**src/hdl/aes_pkg.sv**
```systemverilog
// AES-128 package: state type, S-box functions and shared constants.
// No dependencies; used by every module under hdl.
package aes_pkg;

  localparam int ROUND_KEY_COUNT = 11;
  localparam logic [7:0] POLY = 8'h1b;

  typedef enum logic [1:0] {ST_IDLE, ST_ROUND, ST_DONE} aes_state_t;

  typedef struct packed {
    logic       start;
    logic       kind;
    logic       step;
    logic       last;
  } aes_ctrl_t;

  function automatic logic [7:0] sbox(input logic [7:0] v);
    logic [7:0] t [256];
    t = '{
 8'h63,8'h7c,8'h77,8'h7b,8'hf2,8'h6b,8'h6f,8'hc5,8'h30,8'h01,8'h67,8'h2b,8'hfe,8'hd7,8'hab,8'h76,
 8'hca,8'h82,8'hc9,8'h7d,8'hfa,8'h59,8'h47,8'hf0,8'had,8'hd4,8'ha2,8'haf,8'h9c,8'ha4,8'h72,8'hc0,
 8'hb7,8'hfd,8'h93,8'h26,8'h36,8'h3f,8'hf7,8'hcc,8'h34,8'ha5,8'he5,8'hf1,8'h71,8'hd8,8'h31,8'h15,
 8'h04,8'hc7,8'h23,8'hc3,8'h18,8'h96,8'h05,8'h9a,8'h07,8'h12,8'h80,8'he2,8'heb,8'h27,8'hb2,8'h75,
 8'h09,8'h83,8'h2c,8'h1a,8'h1b,8'h6e,8'h5a,8'ha0,8'h52,8'h3b,8'hd6,8'hb3,8'h29,8'he3,8'h2f,8'h84,
 8'h53,8'hd1,8'h00,8'hed,8'h20,8'hfc,8'hb1,8'h5b,8'h6a,8'hcb,8'hbe,8'h39,8'h4a,8'h4c,8'h58,8'hcf,
 8'hd0,8'hef,8'haa,8'hfb,8'h43,8'h4d,8'h33,8'h85,8'h45,8'hf9,8'h02,8'h7f,8'h50,8'h3c,8'h9f,8'ha8,
 8'h51,8'ha3,8'h40,8'h8f,8'h92,8'h9d,8'h38,8'hf5,8'hbc,8'hb6,8'hda,8'h21,8'h10,8'hff,8'hf3,8'hd2,
 8'hcd,8'h0c,8'h13,8'hec,8'h5f,8'h97,8'h44,8'h17,8'hc4,8'ha7,8'h7e,8'h3d,8'h64,8'h5d,8'h19,8'h73,
 8'h60,8'h81,8'h4f,8'hdc,8'h22,8'h2a,8'h90,8'h88,8'h46,8'hee,8'hb8,8'h14,8'hde,8'h5e,8'h0b,8'hdb,
 8'he0,8'h32,8'h3a,8'h0a,8'h49,8'h06,8'h24,8'h5c,8'hc2,8'hd3,8'hac,8'h62,8'h91,8'h95,8'he4,8'h79,
 8'he7,8'hc8,8'h37,8'h6d,8'h8d,8'hd5,8'h4e,8'ha9,8'h6c,8'h56,8'hf4,8'hea,8'h65,8'h7a,8'hae,8'h08,
 8'hba,8'h78,8'h25,8'h2e,8'h1c,8'ha6,8'hb4,8'hc6,8'he8,8'hdd,8'h74,8'h1f,8'h4b,8'hbd,8'h8b,8'h8a,
 8'h70,8'h3e,8'hb5,8'h66,8'h48,8'h03,8'hf6,8'h0e,8'h61,8'h35,8'h57,8'hb9,8'h86,8'hc1,8'h1d,8'h9e,
 8'he1,8'hf8,8'h98,8'h11,8'h69,8'hd9,8'h8e,8'h94,8'h9b,8'h1e,8'h87,8'he9,8'hce,8'h55,8'h28,8'hdf,
 8'h8c,8'ha1,8'h89,8'h0d,8'hbf,8'he6,8'h42,8'h68,8'h41,8'h99,8'h2d,8'h0f,8'hb0,8'h54,8'hbb,8'h16};
    return t[v];
  endfunction

  function automatic logic [7:0] sbox_rev(input logic [7:0] v);
    logic [7:0] t [256];
    t = '{
 8'h52,8'h09,8'h6a,8'hd5,8'h30,8'h36,8'ha5,8'h38,8'hbf,8'h40,8'ha3,8'h9e,8'h81,8'hf3,8'hd7,8'hfb,
 8'h7c,8'he3,8'h39,8'h82,8'h9b,8'h2f,8'hff,8'h87,8'h34,8'h8e,8'h43,8'h44,8'hc4,8'hde,8'he9,8'hcb,
 8'h54,8'h7b,8'h94,8'h32,8'ha6,8'hc2,8'h23,8'h3d,8'hee,8'h4c,8'h95,8'h0b,8'h42,8'hfa,8'hc3,8'h4e,
 8'h08,8'h2e,8'ha1,8'h66,8'h28,8'hd9,8'h24,8'hb2,8'h76,8'h5b,8'ha2,8'h49,8'h6d,8'h8b,8'hd1,8'h25,
 8'h72,8'hf8,8'hf6,8'h64,8'h86,8'h68,8'h98,8'h16,8'hd4,8'ha4,8'h5c,8'hcc,8'h5d,8'h65,8'hb6,8'h92,
 8'h6c,8'h70,8'h48,8'h50,8'hfd,8'hed,8'hb9,8'hda,8'h5e,8'h15,8'h46,8'h57,8'ha7,8'h8d,8'h9d,8'h84,
 8'h90,8'hd8,8'hab,8'h00,8'h8c,8'hbc,8'hd3,8'h0a,8'hf7,8'he4,8'h58,8'h05,8'hb8,8'hb3,8'h45,8'h06,
 8'hd0,8'h2c,8'h1e,8'h8f,8'hca,8'h3f,8'h0f,8'h02,8'hc1,8'haf,8'hbd,8'h03,8'h01,8'h13,8'h8a,8'h6b,
 8'h3a,8'h91,8'h11,8'h41,8'h4f,8'h67,8'hdc,8'hea,8'h97,8'hf2,8'hcf,8'hce,8'hf0,8'hb4,8'he6,8'h73,
 8'h96,8'hac,8'h74,8'h22,8'he7,8'had,8'h35,8'h85,8'he2,8'hf9,8'h37,8'he8,8'h1c,8'h75,8'hdf,8'h6e,
 8'h47,8'hf1,8'h1a,8'h71,8'h1d,8'h29,8'hc5,8'h89,8'h6f,8'hb7,8'h62,8'h0e,8'haa,8'h18,8'hbe,8'h1b,
 8'hfc,8'h56,8'h3e,8'h4b,8'hc6,8'hd2,8'h79,8'h20,8'h9a,8'hdb,8'hc0,8'hfe,8'h78,8'hcd,8'h5a,8'hf4,
 8'h1f,8'hdd,8'ha8,8'h33,8'h88,8'h07,8'hc7,8'h31,8'hb1,8'h12,8'h10,8'h59,8'h27,8'h80,8'hec,8'h5f,
 8'h60,8'h51,8'h7f,8'ha9,8'h19,8'hb5,8'h4a,8'h0d,8'h2d,8'he5,8'h7a,8'h9f,8'h93,8'hc9,8'h9c,8'hef,
 8'ha0,8'he0,8'h3b,8'h4d,8'hae,8'h2a,8'hf5,8'hb0,8'hc8,8'heb,8'hbb,8'h3c,8'h83,8'h53,8'h99,8'h61,
 8'h17,8'h2b,8'h04,8'h7e,8'hba,8'h77,8'hd6,8'h26,8'he1,8'h69,8'h14,8'h63,8'h55,8'h21,8'h0c,8'h7d};
    return t[v];
  endfunction

  function automatic logic [7:0] xtime(input logic [7:0] v);
    return {v[6:0], 1'b0} ^ (v[7] ? POLY : 8'h00);
  endfunction

endpackage

```
**src/hdl/aes_key_exp.sv**
```systemverilog
// Round key store and iterative key expansion, one round key per cycle.
// Depends on aes_pkg.
module aes_key_exp #(
  parameter int RK_COUNT = aes_pkg::ROUND_KEY_COUNT
) (
  input  logic         clk,
  input  logic         rst_n,
  input  logic         start,
  input  logic [127:0] key,
  input  logic [3:0]   rd_idx,
  output logic [127:0] rd_key,
  output logic         busy
);

  logic [127:0] rk_r [RK_COUNT];
  logic [127:0] cur_r, cur_nxt;
  logic [3:0]   idx_r, idx_nxt;
  logic [7:0]   rc_r, rc_nxt;
  logic         busy_r, busy_nxt;
  logic [31:0]  t;

  always_comb begin
    t = {aes_pkg::sbox(cur_r[23:16]) ^ rc_r, aes_pkg::sbox(cur_r[15:8]),
         aes_pkg::sbox(cur_r[7:0]), aes_pkg::sbox(cur_r[31:24])};
    cur_nxt[127:96] = cur_r[127:96] ^ t;
    cur_nxt[95:64]  = cur_r[95:64] ^ cur_nxt[127:96];
    cur_nxt[63:32]  = cur_r[63:32] ^ cur_nxt[95:64];
    cur_nxt[31:0]   = cur_r[31:0] ^ cur_nxt[63:32];
    idx_nxt  = idx_r + 4'd1;
    rc_nxt   = aes_pkg::xtime(rc_r);
    busy_nxt = busy_r && (idx_r != 4'(RK_COUNT - 1));
  end

  always_ff @(posedge clk) begin
    if (!rst_n) begin
      busy_r <= 1'b1;
      idx_r  <= '0;
      cur_r  <= '0;
      rc_r   <= 8'h01;
    end else if (start) begin
      busy_r <= 1'b1;
      idx_r  <= '0;
      cur_r  <= key;
      rc_r   <= 8'h01;
    end else if (busy_r) begin
      rk_r[idx_r] <= cur_r;
      cur_r  <= cur_nxt;
      idx_r  <= idx_nxt;
      rc_r   <= rc_nxt;
      busy_r <= busy_nxt;
    end
  end

  assign rd_key = rk_r[rd_idx];
  assign busy   = busy_r;

endmodule

```
**config.mk**
```make
export PLATFORM = sky130hd
export DESIGN_NAME = aes_key_exp
export DESIGN_NICKNAME = d
export VERILOG_FILES = /design/src/hdl/aes_pkg.sv /design/src/hdl/aes_key_exp.sv
export SDC_FILE = /design/constraint.sdc
export NUM_CORES = 2
export LEC_CHECK = 0
export BUFFER_PORTS_ARGS = -buffer_cell sky130_fd_sc_hd__buf_2
export CORE_MARGIN = 10
export CORE_UTILIZATION = 57
export CTS_CLUSTER_SIZE = 8
export DETAILED_ROUTE_END_ITERATION = 16
export MAX_ROUTING_LAYER = met4
export PLACE_DENSITY = 0.79
export SETUP_SLACK_MARGIN = 0.5
export SYNTH_ARGS = -nofsm -noshare
export SYNTH_HDL_FRONTEND = slang
export SYNTH_SLANG_ARGS = --single-unit
```
**constraint.sdc**
```tcl
create_clock -name clk -period 6.05 [get_ports clk]
set_clock_uncertainty 0.1 [all_clocks]
set_input_delay 1.21 -clock clk [delete_from_list [all_inputs] [get_ports clk]]
set_output_delay 1.21 -clock clk [all_outputs]
set_load 0.005 [all_outputs]
```
=== Word-level counts from Yosys, hierarchy flattened ===
Memory sizes are Yosys's and may differ from the RTL's.
Index checks and enable logic that the tools add are counted.

* RAM bits: 1408
* Output and inout bits: 129
* Memories kept: 5
* Bits in read-only memories: 8192
* Register bits after elaboration: 141
* Logic and storage cells: 45

* Equal/unequal tests: 1
* Bitwise operators: 11
* Mux-type cells: 16
* Reduce and logical (&&, ||, !) cells: 3
* $lt $le $gt $ge: 4
* Add/sub/neg operators: 1

{| class="wikitable"
|+ Memory list
! memory !! depth !! bits a word !! rd ports !! clocked after Yosys merged registers in !! write ports !! RTL line !! text
|-
| (no name shown) || 256 || 8 || 1 || 0 || 0 || aes_pkg.sv:36 || <nowiki>return t[v];</nowiki>
|-
| (no name shown) || 256 || 8 || 1 || 0 || 0 || aes_pkg.sv:36 ||
|-
| (no name shown) || 256 || 8 || 1 || 0 || 0 || aes_pkg.sv:36 ||
|-
| (no name shown) || 256 || 8 || 1 || 0 || 0 || aes_pkg.sv:36 ||
|-
| rk_r || 11 || 128 || 1 || 0 || 1 || aes_key_exp.sv:15 || <nowiki>logic [127:0] rk_r [RK_COUNT];</nowiki>
|}

{| class="wikitable"
|+ Operator list
! cell !! count
|-
| 128-bit two-way mux || 2
|-
| 32-bit bitwise XOR || 4
|-
| 8-bit two-way mux || 8
|-
| 9-bit >= comparator (second input constant) || 4
|-
| 8-bit inverter with 9-bit output || 4
|-
| 8-bit by 5-bit bitwise XOR with 8-bit output || 1
|-
| 8-bit bitwise XOR || 1
|-
| 1-bit two-way mux || 5
|-
| 5-bit two-way mux || 1
|-
| 4-bit by 1-bit adder with 4-bit output (second input constant) || 1
|-
| 4-bit inequality test (second input constant) || 1
|-
| 2-bit nonzero test || 1
|-
| 2-bit OR reduction || 1
|-
| 1-bit logical AND || 1
|-
| 1-bit inverter || 1
|}

=== Depth between registers and ports, before layout ===
* Depth after elaboration: 11
* Mapped depth: 15
* Gate-level depth less buffers: 11

=== Least setup slack after synthesis ===
Ideal clock, no wire load.

* Path kind: input to register
* From: input rst_n
* To: memory rk_r[4][0] (enable)
* Slack: 0.318 ns
* Cell stages on the path: 5
* Data arrival time: 5.130 ns
* Setup time: 0.502 ns
* Cells stage by stage: clkbuf_1 nor2b_1 nand2_1 nor3b_1 and2_1

* Cells in the longest elaborated chain, start to end: 2

{| class="wikitable"
|+ Ends and longest elaborated chain
! what !! RTL line !! text
|-
| start: declaration || aes_key_exp.sv:7 || <nowiki>input logic rst_n,</nowiki>
|-
| 1-bit two-way mux || aes_key_exp.sv:35 || <nowiki>if (!rst_n) begin</nowiki>
|-
| 1-bit two-way mux (not written as such) || aes_key_exp.sv:46 || <nowiki>rk_r[idx_r] <= cur_r;</nowiki>
|-
| end: declaration || aes_key_exp.sv:15 ||
|}

No other way between the ends.

=== Final worst setup path ===
* From: register cur_r[1]
* To: register cur_r[12]

* Cells in the longest elaborated chain, start to end: 10

{| class="wikitable"
|+ Ends and longest elaborated chain
! what !! RTL line !! text
|-
| start: declaration || aes_key_exp.sv:16 || <nowiki>logic [127:0] cur_r, cur_nxt;</nowiki>
|-
| start signal: assignment || aes_key_exp.sv:43 || <nowiki>cur_r <= key;</nowiki>
|-
| start signal: assignment || aes_key_exp.sv:47 || <nowiki>cur_r <= cur_nxt;</nowiki>
|-
| 8-bit inverter with 9-bit output (not written as such) || aes_pkg.sv:36 ||
|-
| memory read 256 x 8 bit || -- ||
|-
| 8-bit two-way mux (not written as such) (2 in a row) || aes_pkg.sv:36 ||
|-
| 32-bit bitwise XOR || aes_key_exp.sv:25 || <nowiki>cur_nxt[127:96] = cur_r[127:96] ^ t;</nowiki>
|-
| 32-bit bitwise XOR || aes_key_exp.sv:26 || <nowiki>cur_nxt[95:64] = cur_r[95:64] ^ cur_nxt[127:96];</nowiki>
|-
| 32-bit bitwise XOR || aes_key_exp.sv:27 || <nowiki>cur_nxt[63:32] = cur_r[63:32] ^ cur_nxt[95:64];</nowiki>
|-
| 32-bit bitwise XOR || aes_key_exp.sv:28 || <nowiki>cur_nxt[31:0] = cur_r[31:0] ^ cur_nxt[63:32];</nowiki>
|-
| 128-bit two-way mux || aes_key_exp.sv:45 || <nowiki>end else if (busy_r) begin</nowiki>
|-
| 128-bit two-way mux || aes_key_exp.sv:40 || <nowiki>end else if (start) begin</nowiki>
|}

No other way between the ends. The select of a mux whose other input is x is not followed.
A chain may end at the register's enable or synchronous reset.

==> flow_summary.toml <==
[status]
status = "finished with violations"
violations = "capacitance limit, slew limit"

[route]
detailroute.wirelength.met3_mm = 37.37
wl_per_cell_um = 37.75
vias_per_cell = 7.387
dr.first_iter.drc_count = 8737
detailedRoute.firstPassIterationCount = 8
routed_wirelength_mm = 273.2
wl_met1_mm = 96.70
drtAntennaViolNets = 0
via_count = 53460
drt_drc_violations_left = 0
met2WireLength_mm = 124.8
dr.max_layer_used = "met4"

[critical_path]
reg2reg_depth = 11
timing.critical_path.to = "cur_r[12]$_SDFFE_PN0P_"
critical_path.slowest_cell = "a32oi_1"
critical_path.max_fanout = 46
launch_point_of_the_critical_path = "cur_r[1]$_SDFFE_PN0P_"
cp-end-kind = "flop"
worst-path-stages = 11
rr_endpoint = "cur_r[12]$_SDFFE_PN0P_"
start_kind = "flop"
critPathTopFamily = "compound AO/OA/AOI/OAI gates"
worst_r2r_start = "cur_r[1]$_SDFFE_PN0P_"
cp_num_buf_inv = 1
timing.critical_path.mode_cell = "xnor2_1"
worstPathCellList = "buf_4, ha_1, nor2_1, o22ai_1, a221oi_1, a311o_1, a32oi_1, xnor2_1, xnor2_1, nor3_1, o311a_1"
cp.required_ns = 6.65
crit_path_arrival_time_ns = 5.56
cpPeakStageDelay_ns = 0.76
setup.reg_to_reg.worst_slack_ns = 1.09
path_class = "flop to flop"

[cells_and_area]
areaGrowthSynthToFinish_pct = 12.43
design.final.nets = 5580
post-route-cell-area_mm2 = 0.08495
fillCellCount = 8826
post_route_cells_drive_above_1_share_pct = 24.54
cell_count_final_fillers_out = 7237

[sta]
setup-violations-final = 0
timing.hold.ws_ns = 0.4651
post-route-period-util_pct = 82.04
post-route-min-period_ns = 4.963
post-route-worst-setup-slack_ns = 1.087
timing_hold_violations_final = 0
fin_tns_setup_ns = 0
max-slew-margin-rel_pct = -0.3553
fmaxAchievable_mhz = 201.5
grt_setup_unrepaired = "no"
timing_worst_slew_pin_value_ns = 1.490
timing_max_transition_violations_final = 1

[placement]
number_of_cells_after_detailed_placement = 6921
dp_slack_ns = 1.340
placedInstanceArea_mm2 = 0.07888
hpwlAfterDp_mm = 165.1
port_buffers = 263
gpl.final_weighted_congestion = 1.042

[grt]
via_count_of_the_first_global_routing_pass = 51740
antenna_found_initial = 38
grt_pass1_wl_mm = 387.0
grt_usage_pct = 37.31
grt_max_degree = 84
globalRouteOverflowTotal = 0

[synth]
yosysTopAreaCell = "edfxtp_1"
postSynth.asyncResetShare_pct = 0
synth_largest_type_area_fraction_pct = 55.96
synth_top_flop_cell = "edfxtp_1"
synth-edff-count = 1408
ys_seq_area_share_pct = 59.69
number_of_warnings_reported_in_the_yosys_synthesis_log = 0
synth.distinct_cells = 101
ranking_of_synthesized_cells_by_area = "edfxtp_1 (56%), mux4_2 (13%), dfxtp_1 (3.7%)"
syn_avg_cell_area_um2 = 14.52
syn_area_mm2 = 0.07556
yosysMostFrequentCell = "edfxtp_1"
netlist_instances = 5204
list_of_most_frequent_post_synthesis_cells = "edfxtp_1 (1408), mux4_2 (424), o21ai_0 (291)"
ys_ff_latch = 1549
syn_nets = 5403

[die]
design.portCount = 264
die_width_um = 384.1
chip_height_um = 384.1
core_mm2 = 0.1316
placementRows = 133
die_outline_area_mm2 = 0.1475
start_util_pct = 57.40

[power]
power.clock.fraction_pct = 24.5
sw_frac_of_total_pct = 41.52
power_dissipated_by_switching_net_loads_w = 0.01880
p_seq_share_pct = 35.0
p_comb_share_pct = 40.5
cellPowerDensity_mw_per_mm2 = 533.0
ir_worst_vdd_mv = 0.3291
power.leakage_nw = 28.45
internal-power_w = 0.02648

[clock_tree]
clock_path_buffers = 3
post-cts-setup-buffer-count = 0
cts_hold_repair.buffers = 0
cts_tree = "done"
clkSinkCount = 1549
cts_root_buffer = "clkbuf_16"
tritoncts.num_buffers = 213
post_cts_resized = 0
clk-insertion-delay-late_ns = 0.87
clk_pin_slew_worst_paths_ns = 0.06
htree_levels = 4

[worst_hold_path]
timing.hold.worst.class = "flop to flop"

[job]
drv_cap = 1
-- routing by layer --
| metal | track usage [%] | vias up |
|---|---|---|
| met5 | - | - |
| met3 | 12.07 | 817 |
| met4 | 16.57 | 0 |
| met2 | 54.89 | 4682 |
| met1 | 47.41 | 26820 |
| li1 | - | 21140 |
-- worst min-delay path by stage --
| stage | start | endpoint | slack, ns | depth (start not counted) |
|---|---|---|---|---|
| CTS | rc_r[1]$_SDFFE_PP0P_ | rc_r[1]$_SDFFE_PP0P_ | 0.45 | 2 |
| finish | rc_r[1]$_SDFFE_PP0P_ | rc_r[1]$_SDFFE_PP0P_ | 0.47 | 2 |
| detailed placement | rc_r[5]$_SDFFE_PP0P_ | rc_r[5]$_SDFFE_PP0P_ | 0.44 | 2 |
| global placement | rc_r[1]$_SDFFE_PP0P_ | rc_r[1]$_SDFFE_PP0P_ | 0.41 | 2 |
| global route | rc_r[1]$_SDFFE_PP0P_ | rc_r[1]$_SDFFE_PP0P_ | 0.48 | 2 |
| floorplan | rc_r[1]$_SDFFE_PP0P_ | rc_r[1]$_SDFFE_PP0P_ | 0.39 | 2 |
-- sequential cells by signal, indices dropped and copies added, names as in the netlist --
register  count
busy          1
idx_r         4
cur_r       128
rk_r       1408
rc_r          8
-- cell families (layout without fill, tap and decap cells) --
logic type	Yosys count	after routing	synth area share, %
flip-flops	1549	1549	59.69
buffers and inverters	528	776	3.034
XOR/XNOR	214	214	2.830
AO/OA/AOI/OAI	1184	1184	10.82
multiplexers	602	602	15.23
other	0	30	0
AND/OR/NAND/NOR	1062	1062	7.313
adder cells (fa/ha/maj)	65	65	1.073
-- area by class of cell --
cell class              count  area [µm²]  area share [%]
multi-input cells        3127       28190           33.19
inverters                  60       231.5          0.2725
repair buffers            430        3112           3.663
clock buffers             269        5592           6.582
flip-flops and latches   1549       45150           53.15
clock inverters            17       401.6          0.4728
diodes                     30       75.07         0.08837
well taps                1755        2196           2.585
-- power by group through the flow --
stage	sequential [W]	clock, W	combinational [W]
after CTS	0.0157	0.0111	0.0175
final	0.0159	0.0111	0.0183
after global placement	0.0158	0	0.0173
after detailed placement	0.0159	0	0.0172
after global routing	0.0160	0.0115	0.0190
after floorplan	0.0145	0	0.0120
-- tightest hold or removal path, stage by stage (launching register included) --
cell and delay [ns]:
dfxtp_1 0.33, nor2_1 0.11, a211oi_1 0.07
-- layout by cell type (no fill, tap or decap), types with 24 or more instances in the layout --
| master | n |
|---|---|
| and2_1 | 50 |
| mux2i_1 | 35 |
| a21oi_1 | 217 |
| mux2_2 | 142 |
| a311oi_1 | 42 |
| xor2_1 | 64 |
| ha_1 | 64 |
| nor3b_1 | 27 |
| nor3_1 | 88 |
| o31ai_1 | 26 |
| inv_1 | 46 |
| o311ai_0 | 46 |
| dfxtp_1 | 124 |
| clkbuf_16 | 214 |
| a31oi_1 | 70 |
| clkbuf_1 | 52 |
| nand4_1 | 24 |
| or3_1 | 40 |
| xnor2_1 | 131 |
| o21a_1 | 26 |
| edfxtp_1 | 1408 |
| nand2b_1 | 100 |
| mux4_2 | 424 |
| o211ai_1 | 51 |
| nor2_1 | 212 |
| nand3_1 | 76 |
| o221ai_1 | 26 |
| a211oi_1 | 55 |
| diode_2 | 30 |
| nor2b_1 | 92 |
| buf_4 | 129 |
| buf_2 | 257 |
| buf_12 | 40 |
| nand2_1 | 219 |
| o21ai_0 | 291 |
-- through the flow --
stage                     util [%]  total power [W]
after floorplan                  -          0.02648
after global placement       59.93          0.03308
after detailed placement     59.93          0.03307
after CTS                    64.48          0.04429
after global routing         64.53          0.04644
final                        64.54          0.04528
No activity file was read; power rests on OpenSTA's default activity.
